## config.mk

```make
export PLATFORM = sky130hd
export DESIGN_NAME = ordered_list_insert_delete_engine_flat
export DESIGN_NICKNAME = d
export VERILOG_FILES = /design/src/rtl/olie_pkg.sv /design/src/rtl/olie_req_if.sv /design/src/rtl/olie_rsp_if.sv /design/src/rtl/olie_word_ram.sv /design/src/rtl/ordered_list_insert_delete_engine.sv /design/src/flat_wrapper.sv
export SDC_FILE = /design/constraint.sdc
export NUM_CORES = 2
export LEC_CHECK = 0
export BUFFER_PORTS_ARGS = -buffer_cell sky130_fd_sc_hd__buf_4
export CAP_MARGIN = 20
export CORE_MARGIN = 4
export CORE_UTILIZATION = 45
export CTS_BUF_LIST = sky130_fd_sc_hd__clkbuf_4 sky130_fd_sc_hd__clkbuf_8 sky130_fd_sc_hd__clkbuf_16
export CTS_CLUSTER_DIAMETER = 100
export DETAILED_ROUTE_END_ITERATION = 8
export MAX_ROUTING_LAYER = met4
export PLACE_DENSITY = 0.65
export SLEW_MARGIN = 20
export SYNTH_ARGS = -nofsm -noshare
export SYNTH_HDL_FRONTEND = slang
export SYNTH_SLANG_ARGS = --single-unit
export TNS_END_PERCENT = 50
```

## constraint.sdc

```tcl
create_clock -name i_clk -period 11.65 [get_ports i_clk]
set_input_delay 2.33 -clock i_clk [delete_from_list [all_inputs] [get_ports i_clk]]
set_output_delay 2.33 -clock i_clk [all_outputs]
set_load 0.005 [all_outputs]
```

## src/rtl/olie_pkg.sv

```systemverilog
`timescale 1ns / 1ps

package olie_pkg;

    // Default list capacity in words
    localparam int DEF_CAPACITY = 128;

    // Payload widths fixed by the request and response formats
    localparam int OP_W    = 2;
    localparam int POS_W   = 8;
    localparam int WORD_W  = 32;

    // Request operation codes
    typedef enum logic [OP_W-1:0] {
        OP_GET    = 2'd0,
        OP_LOCATE = 2'd1,
        OP_INSERT = 2'd2,
        OP_DELETE = 2'd3
    } t_op;

    // Sequencer states
    typedef enum logic [1:0] {
        ST_IDLE,
        ST_WALK,
        ST_DONE
    } t_state;

endpackage

```

## src/rtl/olie_req_if.sv

```systemverilog
`timescale 1ns / 1ps

// Request channel: one beat carries one list operation
interface olie_req_if;
    logic                                valid;
    logic                                ready;
    olie_pkg::t_op                       op;
    logic        [olie_pkg::POS_W-1:0]   position;
    logic signed [olie_pkg::WORD_W-1:0]  value;

    modport source (output valid, output op, output position, output value, input ready);
    modport sink   (input valid, input op, input position, input value, output ready);
endinterface

```

## src/rtl/olie_rsp_if.sv

```systemverilog
`timescale 1ns / 1ps

// Response channel: one beat per request
interface olie_rsp_if;
    logic                                valid;
    logic                                ready;
    logic                                ok;
    logic signed [olie_pkg::WORD_W-1:0]  read_value;
    logic        [olie_pkg::POS_W-1:0]   found_position;
    logic        [olie_pkg::POS_W-1:0]   count;

    modport source (output valid, output ok, output read_value, output found_position,
                    output count, input ready);
    modport sink   (input valid, input ok, input read_value, input found_position,
                    input count, output ready);
endinterface

```

## src/rtl/olie_word_ram.sv

```systemverilog
`timescale 1ns / 1ps

// Word store: one write port, one read port with registered read data
module olie_word_ram #(
    parameter int DEPTH = olie_pkg::DEF_CAPACITY,
    parameter int AW    = $clog2(olie_pkg::DEF_CAPACITY)
) (
    input  logic                        i_clk,
    input  logic                        i_wr_en,
    input  logic [AW-1:0]               i_wr_addr,
    input  logic [olie_pkg::WORD_W-1:0] i_wr_data,
    input  logic [AW-1:0]               i_rd_addr,
    output logic [olie_pkg::WORD_W-1:0] o_rd_data
);

    logic [olie_pkg::WORD_W-1:0] r_mem [DEPTH];

    always_ff @(posedge i_clk) begin
        if (i_wr_en) begin
            r_mem[i_wr_addr] <= i_wr_data;
        end
    end

    always_ff @(posedge i_clk) begin
        o_rd_data <= r_mem[i_rd_addr];
    end

endmodule

```

## src/rtl/ordered_list_insert_delete_engine.sv

```systemverilog
`timescale 1ns / 1ps

// Array-backed list of up to CAPACITY signed 32-bit words with get, locate, insert and
// delete requests, one response beat per request. The store is a single-port-write,
// registered-read memory walked by one address counter and one comparator, one word
// per cycle. Locate stops at the first match, insert moves count-position+1 words and
// delete count-position. The request side is ready only when the sequencer is idle;
// a finished response sits in an output register, so the next request is taken while
// it waits. The count field reports the low eight bits of the word count.
module ordered_list_insert_delete_engine #(
    parameter int CAPACITY = olie_pkg::DEF_CAPACITY
) (
    input  logic      i_clk,
    input  logic      i_rst_n,
    olie_req_if.sink   i_req,
    olie_rsp_if.source o_rsp
);

    localparam int AW = $clog2(CAPACITY);
    localparam int CW = $clog2(CAPACITY + 1);
    localparam int XW = ((CW > olie_pkg::POS_W) ? CW : olie_pkg::POS_W) + 1;

    olie_pkg::t_state r_state, n_state;
    olie_pkg::t_op    r_op, n_op;
    logic [CW-1:0]    r_count, n_count;
    logic [AW-1:0]    r_ins_addr, n_ins_addr;
    logic [olie_pkg::WORD_W-1:0] r_value, n_value;
    logic [AW-1:0]    r_rd_addr, n_rd_addr;
    logic [AW-1:0]    r_last, n_last;
    logic             r_more, n_more;
    logic             r_pend, n_pend;
    logic [AW-1:0]    r_pend_addr, n_pend_addr;
    logic             r_ok, n_ok;
    logic [olie_pkg::WORD_W-1:0] r_rd_val, n_rd_val;
    logic [olie_pkg::POS_W-1:0]  r_found, n_found;

    logic             r_o_vld, n_o_vld;
    logic             r_o_ok, n_o_ok;
    logic [olie_pkg::WORD_W-1:0] r_o_rd, n_o_rd;
    logic [olie_pkg::POS_W-1:0]  r_o_found, n_o_found;
    logic [olie_pkg::POS_W-1:0]  r_o_count, n_o_count;

    logic             wr_en;
    logic [AW-1:0]    wr_addr;
    logic [olie_pkg::WORD_W-1:0] wr_data;
    logic [olie_pkg::WORD_W-1:0] rd_data;

    logic [XW-1:0]    pos_x, cnt_x, found_x, cnt_out_x;
    logic [AW-1:0]    pos_m1, cnt_m1, pos_a;
    logic             get_ok, ins_ok;

    olie_word_ram #(
        .DEPTH (CAPACITY),
        .AW    (AW)
    ) u_ram (
        .i_clk     (i_clk),
        .i_wr_en   (wr_en),
        .i_wr_addr (wr_addr),
        .i_wr_data (wr_data),
        .i_rd_addr (r_rd_addr),
        .o_rd_data (rd_data)
    );

    // Range checks on the incoming request
    always_comb begin
        pos_x   = XW'(i_req.position);
        cnt_x   = XW'(r_count);
        pos_m1  = AW'(pos_x - XW'(1));
        cnt_m1  = AW'(cnt_x - XW'(1));
        pos_a   = AW'(pos_x);
        get_ok  = (pos_x != '0) && (pos_x <= cnt_x);
        ins_ok  = (pos_x != '0) && (pos_x <= cnt_x + XW'(1)) && (cnt_x < XW'(CAPACITY));
        found_x = XW'(r_pend_addr) + XW'(1);
    end

    assign i_req.ready = (r_state == olie_pkg::ST_IDLE);

    // Sequencer: next state, walk counter and store writes
    always_comb begin
        n_state     = r_state;
        n_op        = r_op;
        n_count     = r_count;
        n_ins_addr  = r_ins_addr;
        n_value     = r_value;
        n_rd_addr   = r_rd_addr;
        n_last      = r_last;
        n_more      = r_more;
        n_pend      = r_pend;
        n_pend_addr = r_pend_addr;
        n_ok        = r_ok;
        n_rd_val    = r_rd_val;
        n_found     = r_found;
        n_o_vld     = r_o_vld && !o_rsp.ready;
        n_o_ok      = r_o_ok;
        n_o_rd      = r_o_rd;
        n_o_found   = r_o_found;
        n_o_count   = r_o_count;
        wr_en       = 1'b0;
        wr_addr     = r_ins_addr;
        wr_data     = r_value;
        cnt_out_x   = XW'(r_count);

        unique case (r_state)
            olie_pkg::ST_IDLE: begin
                if (i_req.valid) begin
                    n_op       = i_req.op;
                    n_value    = i_req.value;
                    n_ins_addr = pos_m1;
                    n_pend     = 1'b0;
                    n_ok       = 1'b0;
                    n_rd_val   = '0;
                    n_found    = '0;
                    n_more     = 1'b0;
                    n_state    = olie_pkg::ST_DONE;
                    unique case (i_req.op)
                        olie_pkg::OP_GET: begin
                            if (get_ok) begin
                                n_ok      = 1'b1;
                                n_rd_addr = pos_m1;
                                n_last    = pos_m1;
                                n_more    = 1'b1;
                                n_state   = olie_pkg::ST_WALK;
                            end
                        end
                        olie_pkg::OP_LOCATE: begin
                            if (r_count != '0) begin
                                n_rd_addr = '0;
                                n_last    = cnt_m1;
                                n_more    = 1'b1;
                                n_state   = olie_pkg::ST_WALK;
                            end
                        end
                        olie_pkg::OP_INSERT: begin
                            if (ins_ok) begin
                                n_ok      = 1'b1;
                                n_rd_addr = cnt_m1;
                                n_last    = pos_m1;
                                n_more    = (pos_x <= cnt_x);
                                n_state   = olie_pkg::ST_WALK;
                            end
                        end
                        olie_pkg::OP_DELETE: begin
                            if (get_ok) begin
                                n_ok      = 1'b1;
                                n_rd_addr = pos_a;
                                n_last    = cnt_m1;
                                n_more    = (pos_x < cnt_x);
                                n_state   = olie_pkg::ST_WALK;
                            end
                        end
                        default: ;
                    endcase
                end
            end

            olie_pkg::ST_WALK: begin
                // issue one read per cycle
                if (r_more) begin
                    n_pend      = 1'b1;
                    n_pend_addr = r_rd_addr;
                    n_more      = (r_rd_addr != r_last);
                    if (r_op == olie_pkg::OP_INSERT) begin
                        n_rd_addr = r_rd_addr - AW'(1);
                    end else begin
                        n_rd_addr = r_rd_addr + AW'(1);
                    end
                end else begin
                    n_pend = 1'b0;
                end
                // consume the word read last cycle
                if (r_pend) begin
                    unique case (r_op)
                        olie_pkg::OP_GET: n_rd_val = rd_data;
                        olie_pkg::OP_LOCATE: begin
                            if (rd_data == r_value) begin
                                n_ok    = 1'b1;
                                n_found = found_x[olie_pkg::POS_W-1:0];
                                n_state = olie_pkg::ST_DONE;
                            end
                        end
                        olie_pkg::OP_INSERT: begin
                            wr_en   = 1'b1;
                            wr_addr = r_pend_addr + AW'(1);
                            wr_data = rd_data;
                        end
                        olie_pkg::OP_DELETE: begin
                            wr_en   = 1'b1;
                            wr_addr = r_pend_addr - AW'(1);
                            wr_data = rd_data;
                        end
                        default: ;
                    endcase
                end
                if (!r_more && !r_pend) begin
                    n_state = olie_pkg::ST_DONE;
                end
            end

            olie_pkg::ST_DONE: begin
                // commit and load the response once the output slot is free
                if (!r_o_vld || o_rsp.ready) begin
                    if (r_ok && (r_op == olie_pkg::OP_INSERT)) begin
                        wr_en   = 1'b1;
                        n_count = r_count + CW'(1);
                    end else if (r_ok && (r_op == olie_pkg::OP_DELETE)) begin
                        n_count = r_count - CW'(1);
                    end
                    cnt_out_x = XW'(n_count);
                    n_o_vld   = 1'b1;
                    n_o_ok    = r_ok;
                    n_o_rd    = r_rd_val;
                    n_o_found = r_found;
                    n_o_count = cnt_out_x[olie_pkg::POS_W-1:0];
                    n_state   = olie_pkg::ST_IDLE;
                end
            end

            default: n_state = olie_pkg::ST_IDLE;
        endcase
    end

    // Control registers
    always_ff @(posedge i_clk) begin
        if (!i_rst_n) begin
            r_state <= olie_pkg::ST_IDLE;
            r_count <= '0;
            r_more  <= 1'b0;
            r_pend  <= 1'b0;
            r_o_vld <= 1'b0;
        end else begin
            r_state <= n_state;
            r_count <= n_count;
            r_more  <= n_more;
            r_pend  <= n_pend;
            r_o_vld <= n_o_vld;
        end
    end

    // Working and response payload registers
    always_ff @(posedge i_clk) begin
        r_op        <= n_op;
        r_ins_addr  <= n_ins_addr;
        r_value     <= n_value;
        r_rd_addr   <= n_rd_addr;
        r_last      <= n_last;
        r_pend_addr <= n_pend_addr;
        r_ok        <= n_ok;
        r_rd_val    <= n_rd_val;
        r_found     <= n_found;
        r_o_ok      <= n_o_ok;
        r_o_rd      <= n_o_rd;
        r_o_found   <= n_o_found;
        r_o_count   <= n_o_count;
    end

    assign o_rsp.valid          = r_o_vld;
    assign o_rsp.ok             = r_o_ok;
    assign o_rsp.read_value     = r_o_rd;
    assign o_rsp.found_position = r_o_found;
    assign o_rsp.count          = r_o_count;

    // Checks
    a_count_cap: assert property (@(posedge i_clk) disable iff (!i_rst_n)
        r_count <= CW'(CAPACITY))
        else $error("word count above capacity");

    a_no_idle_write: assert property (@(posedge i_clk) disable iff (!i_rst_n)
        (r_state == olie_pkg::ST_IDLE) |-> !wr_en)
        else $error("store written while idle");

    a_count_only_done: assert property (@(posedge i_clk) disable iff (!i_rst_n)
        (r_state != olie_pkg::ST_DONE) |=> $stable(r_count))
        else $error("count changed outside commit");

    a_rsp_from_done: assert property (@(posedge i_clk) disable iff (!i_rst_n)
        $rose(r_o_vld) |-> $past(r_state == olie_pkg::ST_DONE))
        else $error("response loaded outside commit");

    a_read_in_range: assert property (@(posedge i_clk) disable iff (!i_rst_n)
        ((r_state == olie_pkg::ST_WALK) && r_pend) |-> (CW'(r_pend_addr) < r_count))
        else $error("walk read beyond stored words");

endmodule

```

## src/flat_wrapper.sv

```systemverilog
// flat-port wrapper written by rule: the top's interface ports become plain ports
module ordered_list_insert_delete_engine_flat 
#(
    parameter int CAPACITY = olie_pkg::DEF_CAPACITY
)
  (i_clk, i_rst_n, i_req_valid, i_req_op, i_req_position, i_req_value, i_req_ready, o_rsp_valid, o_rsp_ok, o_rsp_read_value, o_rsp_found_position, o_rsp_count, o_rsp_ready);
  olie_req_if i_req_i ();
  olie_rsp_if o_rsp_i ();
  input  logic i_clk;
  input  logic i_rst_n;
  input wire logic [$bits(i_req_i.valid)-1:0] i_req_valid;
  input wire logic [$bits(i_req_i.op)-1:0] i_req_op;
  input wire logic [$bits(i_req_i.position)-1:0] i_req_position;
  input wire logic [$bits(i_req_i.value)-1:0] i_req_value;
  output wire logic [$bits(i_req_i.ready)-1:0] i_req_ready;
  output wire logic [$bits(o_rsp_i.valid)-1:0] o_rsp_valid;
  output wire logic [$bits(o_rsp_i.ok)-1:0] o_rsp_ok;
  output wire logic [$bits(o_rsp_i.read_value)-1:0] o_rsp_read_value;
  output wire logic [$bits(o_rsp_i.found_position)-1:0] o_rsp_found_position;
  output wire logic [$bits(o_rsp_i.count)-1:0] o_rsp_count;
  input wire logic [$bits(o_rsp_i.ready)-1:0] o_rsp_ready;
  assign i_req_i.valid = i_req_valid;
  assign i_req_i.op = i_req_op;
  assign i_req_i.position = i_req_position;
  assign i_req_i.value = i_req_value;
  assign i_req_ready = i_req_i.ready;
  assign o_rsp_valid = o_rsp_i.valid;
  assign o_rsp_ok = o_rsp_i.ok;
  assign o_rsp_read_value = o_rsp_i.read_value;
  assign o_rsp_found_position = o_rsp_i.found_position;
  assign o_rsp_count = o_rsp_i.count;
  assign o_rsp_i.ready = o_rsp_ready;
  ordered_list_insert_delete_engine #(.CAPACITY(CAPACITY)) u_core (.i_clk(i_clk), .i_rst_n(i_rst_n), .i_req(i_req_i), .o_rsp(o_rsp_i));
endmodule
```

After elaboration in Yosys (flattened, before gate mapping)
Memory sizes are Yosys's and may differ from the RTL's. A register that Yosys moved wholly into a read port is not among the register bits.
Index checks and enable logic that the tools add are counted.

storage, ports and cells
  input bits = 46
  word-level logic and storage cells = 158
  RAM bits = 4096
  memories kept = 1
  bits in registers = 165

memory list
  memory              words  bits a word  read ports  clocked after memory_dff  wr ports  RTL line             RTL
  u_core.u_ram.r_mem  128    32           1           1                         1         olie_word_ram.sv:16  logic [olie_pkg::WORD_W-1:0] r_mem [DEPTH];

cells by class
  equal/unequal tests = 28
  muxes and demuxes = 68
  add/sub/neg operators = 10
  magnitude comparators = 4
  reduce and logical (&&, ||, !) cells = 29

operators with widths
  operator                                                                  number
  32-bit two-way mux                                                        6
  7-bit two-way mux                                                         12
  32-bit case mux with 2 select lines                                       1
  7-bit case mux with 4 select lines                                        2
  8-bit two-way mux                                                         6
  32-bit == test                                                            1
  7-bit case mux with 2 select lines                                        2
  7-bit by 1-bit subtractor with 7-bit output (second input constant)       4
  1-bit two-way mux                                                         21
  2-bit two-way mux                                                         9
  2-bit by 1-bit inequality test with 1-bit output (second input constant)  8
  8-bit case mux with 2 select lines                                        1
  8-bit nonzero test                                                        2
  3-bit by 2-bit inequality test with 1-bit output (second input constant)  5
  7-bit by 1-bit adder with 7-bit output (second input constant)            2
  2-bit case mux with 3 select lines                                        2
  2-bit == test (second input constant)                                     5
  1-bit case mux with 2 select lines                                        5
  5-bit AND reduction                                                       2
  8-bit by 1-bit adder with 9-bit output (second input constant)            1
  8-bit by 9-bit <= comparator with 1-bit output                            1
  7-bit by 1-bit adder with 8-bit output (second input constant)            1
  8-bit by 1-bit adder with 8-bit output (second input constant)            1
  8-bit <= comparator                                                       1
  other kinds (18)                                                          38

Logic depth before layout (Yosys ltp)
  depth in word-level cells = 8
  depth in mapped cells = 13
  gate-level depth less buffers = 10

Modules after synthesis
A second synthesis with hierarchy kept.

second synthesis, totals
  cells, all modules = 6651
  area total of the unflattened synthesis = 164557.8 µm²

modules (own cells, without submodules)
  module                             times used  sequential area each (µm²)  area each (µm²)  cells each
  olie_word_ram                      1           123638.6                    156276.1         5990
  ordered_list_insert_delete_engine  1           4824.6                      8281.7           661

Least setup slack after synthesis
OpenSTA, ideal clock, no wires.

  kind = input-to-reg
  start = input port o_rsp_ready
  end = memory u_core.u_ram.r_mem[1][0] (netlist name) (enable)
  slack = 5.866 ns
  stages on the path = 7
  path buffers = 0
  data arrival time = 5.363 ns
  setup time = 0.421 ns
  cells stage by stage = nand2b_1 nand2_1 clkinv_1 a41o_1 nand3_1 nand2b_1 nor2_1

between the ends
  cells in the longest elaborated chain, start to end = 5

RTL lines
  element                                  RTL line                                  RTL
  from (decl)                              flat_wrapper.sv:21                        input wire logic [$bits(o_rsp_i.ready)-1:0] o_rsp_ready;
  1-bit logical OR                         ordered_list_insert_delete_engine.sv:201  if (!r_o_vld || o_rsp.ready) begin
  1-bit two-way mux                        ordered_list_insert_delete_engine.sv:201
  1-bit case mux with 2 select lines       ordered_list_insert_delete_engine.sv:103  unique case (r_state)
  1-bit two-way mux                        olie_word_ram.sv:19                       if (i_wr_en) begin
  1-bit two-way mux (not written as such)  olie_word_ram.sv:20                       r_mem[i_wr_addr] <= i_wr_data;
  to (decl)                                olie_word_ram.sv:16

Every way passes these cells.

Worst setup path in the final report
  start = register u_core.r_op[0]
  end = memory u_core.u_ram.r_mem[34][3] (netlist name) (enable)

between the ends
  cells in the longest elaborated chain, start to end = 7
  elaborated cells between the ends (all ways) = 14
  classes of those cells = eq/ne: 2; mux: 10; reduce/logical: 2

RTL lines
  element                                                                   RTL line                                                                            RTL
  from (decl)                                                               ordered_list_insert_delete_engine.sv:24                                             olie_pkg::t_op r_op, n_op;
  from (signal assigned)                                                    ordered_list_insert_delete_engine.sv:241                                            r_op <= n_op;
  2-bit == test, on equally long branches                                   ordered_list_insert_delete_engine.sv:172, ordered_list_insert_delete_engine.sv:202
  2-bit OR reduction (no source line) or 1-bit logical AND (tied branches)  -
  1-bit two-way mux, on equally long branches                               ordered_list_insert_delete_engine.sv:172, ordered_list_insert_delete_engine.sv:202
  1-bit two-way mux, on equally long branches                               ordered_list_insert_delete_engine.sv:171, ordered_list_insert_delete_engine.sv:201
  1-bit case mux with 2 select lines                                        ordered_list_insert_delete_engine.sv:103
  1-bit two-way mux                                                         olie_word_ram.sv:19
  1-bit two-way mux (not written as such)                                   olie_word_ram.sv:20

Parallel ways exist; a longest one is shown, timed or not.

==> qor.yml <==
worst_hold_path:
  hold_path_depth: 0
  hp-class: "reg -> reg"
  min_from: "u_core.r_rd_val[2]"
  hold_end: "u_core.o_rsp.read_value[2]"
power_and_ir_drop:
  vdd_drop_max_mv: 0.138
  power.density_nw_per_um2: 202
  p_leak_nw: 59.2
clocking:
  cts_resized: 0
  clock_path_buffers: 4
  clk_latency_ns: 0.97
  htree_levels: 5
  cts-root-buf: "clkbuf_16"
  post_cts_buffers: 0
  cts_sinks: 4293
  cts_buffers: 414
  path_clk_slew_ns: 0.06
  cts_hold_buffers: 0
  cts_tree: "yes"
synth:
  synth-seq-cells: 4293
  ys_seq_area_share_pct: 78.0
  synthFlopType: "edfxtp_1"
  synth.largest_area_cell: "edfxtp_1"
  synth_warnings: 0
  synth_area_um2: 165000
  synthTopCellsByArea: "edfxtp_1, mux4_2, mux2i_1"
  synthesis.nets: 7885
  syn_area_per_cell_um2: 21.1
  ys_types: 67
  async_flop_share_pct: 0
  synthCells: 7799
  yosysTopAreaCellShare_pct: 77.5
  synth-edff-count: 4248
drt:
  antenna_left: 0
  drcViolationCount: 0
  dr_total_vias: 82300
  wl_per_cell_um: 33.1
  first_pass_iters: 9
  drt_iter0_markers: 12500
  viasPerCell: 6.20
  wirelength_um: 440000
grt:
  grt_pass1_vias: 80100
  antenna_found_initial: 37
  track_usage_pct: 23.7
  grt_pass1_wl_um: 616000
  grt_max_degree: 98
  grt-ovfl-total: 0
die:
  start_util_pct: 45.3
  die_w_um: 613
  io_pins: 97
  dieArea_um2: 376000
  core-area_um2: 363000
  row_count: 221
  fp.dieH_um: 613
sta:
  setup_viol: 0
  fmax_mhz: 186
  rsz0062_at_grt: "no"
  hold-worst-slack_ns: 0.418
  min_period_ns: 5.39
  period_share_pct: 46.3
  worst-slew-pin-transition_ns: 1.24
  maxSlewViolCount: 0
  final_hold_viol_count: 0
  relSlewSlack_pct: 17.2
  finalSetupTns_ns: 0
  worst_clock_skew_ns: 0.0420
critical_path:
  r2r_end: "u_core.u_ram.r_mem[34][3]"
  end_kind: "register"
  timing.rr.start: "u_core.r_op[0]"
  start_kind: "register"
  critPathRequiredTime_ns: 12.22
  crit_fanout: 32
  reg2reg_slack_ns: 6.26
  ff2ff_path_depth: 8
  crit_arrival_ns: 5.96
  critPathKind: "reg -> reg"
final_layout:
  mostFrequentLayoutCell: "edfxtp_1"
  layout_common_cells: "edfxtp_1, mux4_2, mux2i_1"
  area_delta_synth_final_pct: 13.8
  final_net_count: 8216
  fill_cells: 27900
  final_cells: 13300
  drive_gt1_share_pct: 24.2
run_status:
  status: "complete, no violations"
placed_design:
  placed_cells: 12500
  io_buffers: 96
  dp.final_hpwl_um: 261000
  gp_congestion: 0.940
flow_run:
  maxCapViolCount: 0
flip-flops by register name, summed over array words and instances, names as in the netlist, 32 cells and up:
| name | cells |
|---|---|
| u_core.u_ram.r_mem | 4096 |
| u_core.o_rsp.read_value | 32 |
| u_core.r_rd_val | 32 |
| u_core.r_value | 32 |
| u_core.u_ram.o_rd_data | 32 |
critical path, stage by stage (launching register included):
cell	delay (ns)
edfxtp_1	0.68
and2_1	0.43
ha_1	0.36
a21o_1	0.22
a21oi_1	0.19
xnor2_1	0.17
o31ai_2	0.95
nand2_1	0.88
nor2_4	1.10
logic make-up (layout without fill, tap and decap cells):
family	count (synthesis)	in the layout	synth area share, %
compound gates	890	890	3.94
xor+xnor	71	71	0.378
fa+ha+maj	40	40	0.313
buf+inv	480	1148	1.43
flops	4293	4293	78.0
mux	1356	1356	14.1
other cells	0	12	0
simple gates	669	669	1.79
metrics by stage:
step | setup WS (ns) | total power, W | cell area [um^2] | util (%)
6_report | 6.26 | 0.0379 | 187000 | 51.5
5_1_grt | 6.15 | 0.0390 | 187000 | 51.5
4_1_cts | 6.34 | 0.0380 | 186000 | 51.3
3_5_place_dp | 5.82 | 0.0246 | 173000 | 47.5
3_3_place_gp | 5.72 | 0.0244 | 172000 | 47.5
2_1_floorplan | 5.87 | 0.0219 | 165000 | -
how the worst max path moves through the flow:
stage	slack, ns	from	cells past startpoint	to
final	6.26	u_core.r_op[0]	8	u_core.u_ram.r_mem[34][3]
after CTS	6.34	u_core.r_rd_addr[1]	10	u_core.u_ram.o_rd_data[31]
after global placement	5.72	o_rsp_ready	8	u_core.u_ram.r_mem[29][22]
after global routing	6.15	u_core.r_op[0]	8	u_core.u_ram.r_mem[34][31]
after detailed placement	5.82	o_rsp_ready	8	u_core.u_ram.r_mem[95][0]
after floorplan	5.87	o_rsp_ready	7	u_core.u_ram.r_mem[1][0]
power breakdown:
| part | switching [W] | total [W] | internal [W] |
|---|---|---|---|
| combinational | 0.00423 | 0.00605 | 0.00182 |
| sequential | 0.000240 | 0.0183 | 0.0180 |
| clock | 0.00570 | 0.0136 | 0.00790 |
| total | 0.0102 | 0.0379 | 0.0277 |
synthesized netlist by cell type, drive strengths merged, types with 39 or more instances:
cell type / count
mux2i: 551
nand2: 267
a21oi: 71
nor2: 197
xnor2: 50
buf: 237
a22oi: 163
mux4: 768
o22ai: 193
nand3: 78
dfxtp: 45
and2: 39
a211oi: 195
edfxtp: 4248
o221ai: 64
clkbuf: 208
metal layers:
| metal | wire length, um | share of wire (%) | GRT usage [%] | vias to the layer above |
|---|---|---|---|---|
| met4 | 16900 | 3.9 | 7.86 | 0 |
| met5 | 0 | 0 | - | - |
| met1 | 174000 | 40 | 33.3 | 43400 |
| li1 | - | - | - | 33400 |
| met3 | 48400 | 11 | 5.41 | 708 |
| met2 | 201000 | 46 | 34.5 | 4753 |
area by class of cell:
class	instances	area [um^2]	area share (%)
Inverter	35	131	0.0702
Tap cell	4794	6000	3.20
Clock buffer	521	11400	6.10
Clock inverter	232	2400	1.28
Antenna cell	12	30.0	0.0160
Multi-Input combinational cell	3026	35200	18.8
Sequential cell	4293	128000	68.6
Timing Repair Buffer	360	3560	1.90
Power figures use the tool's default switching activity.
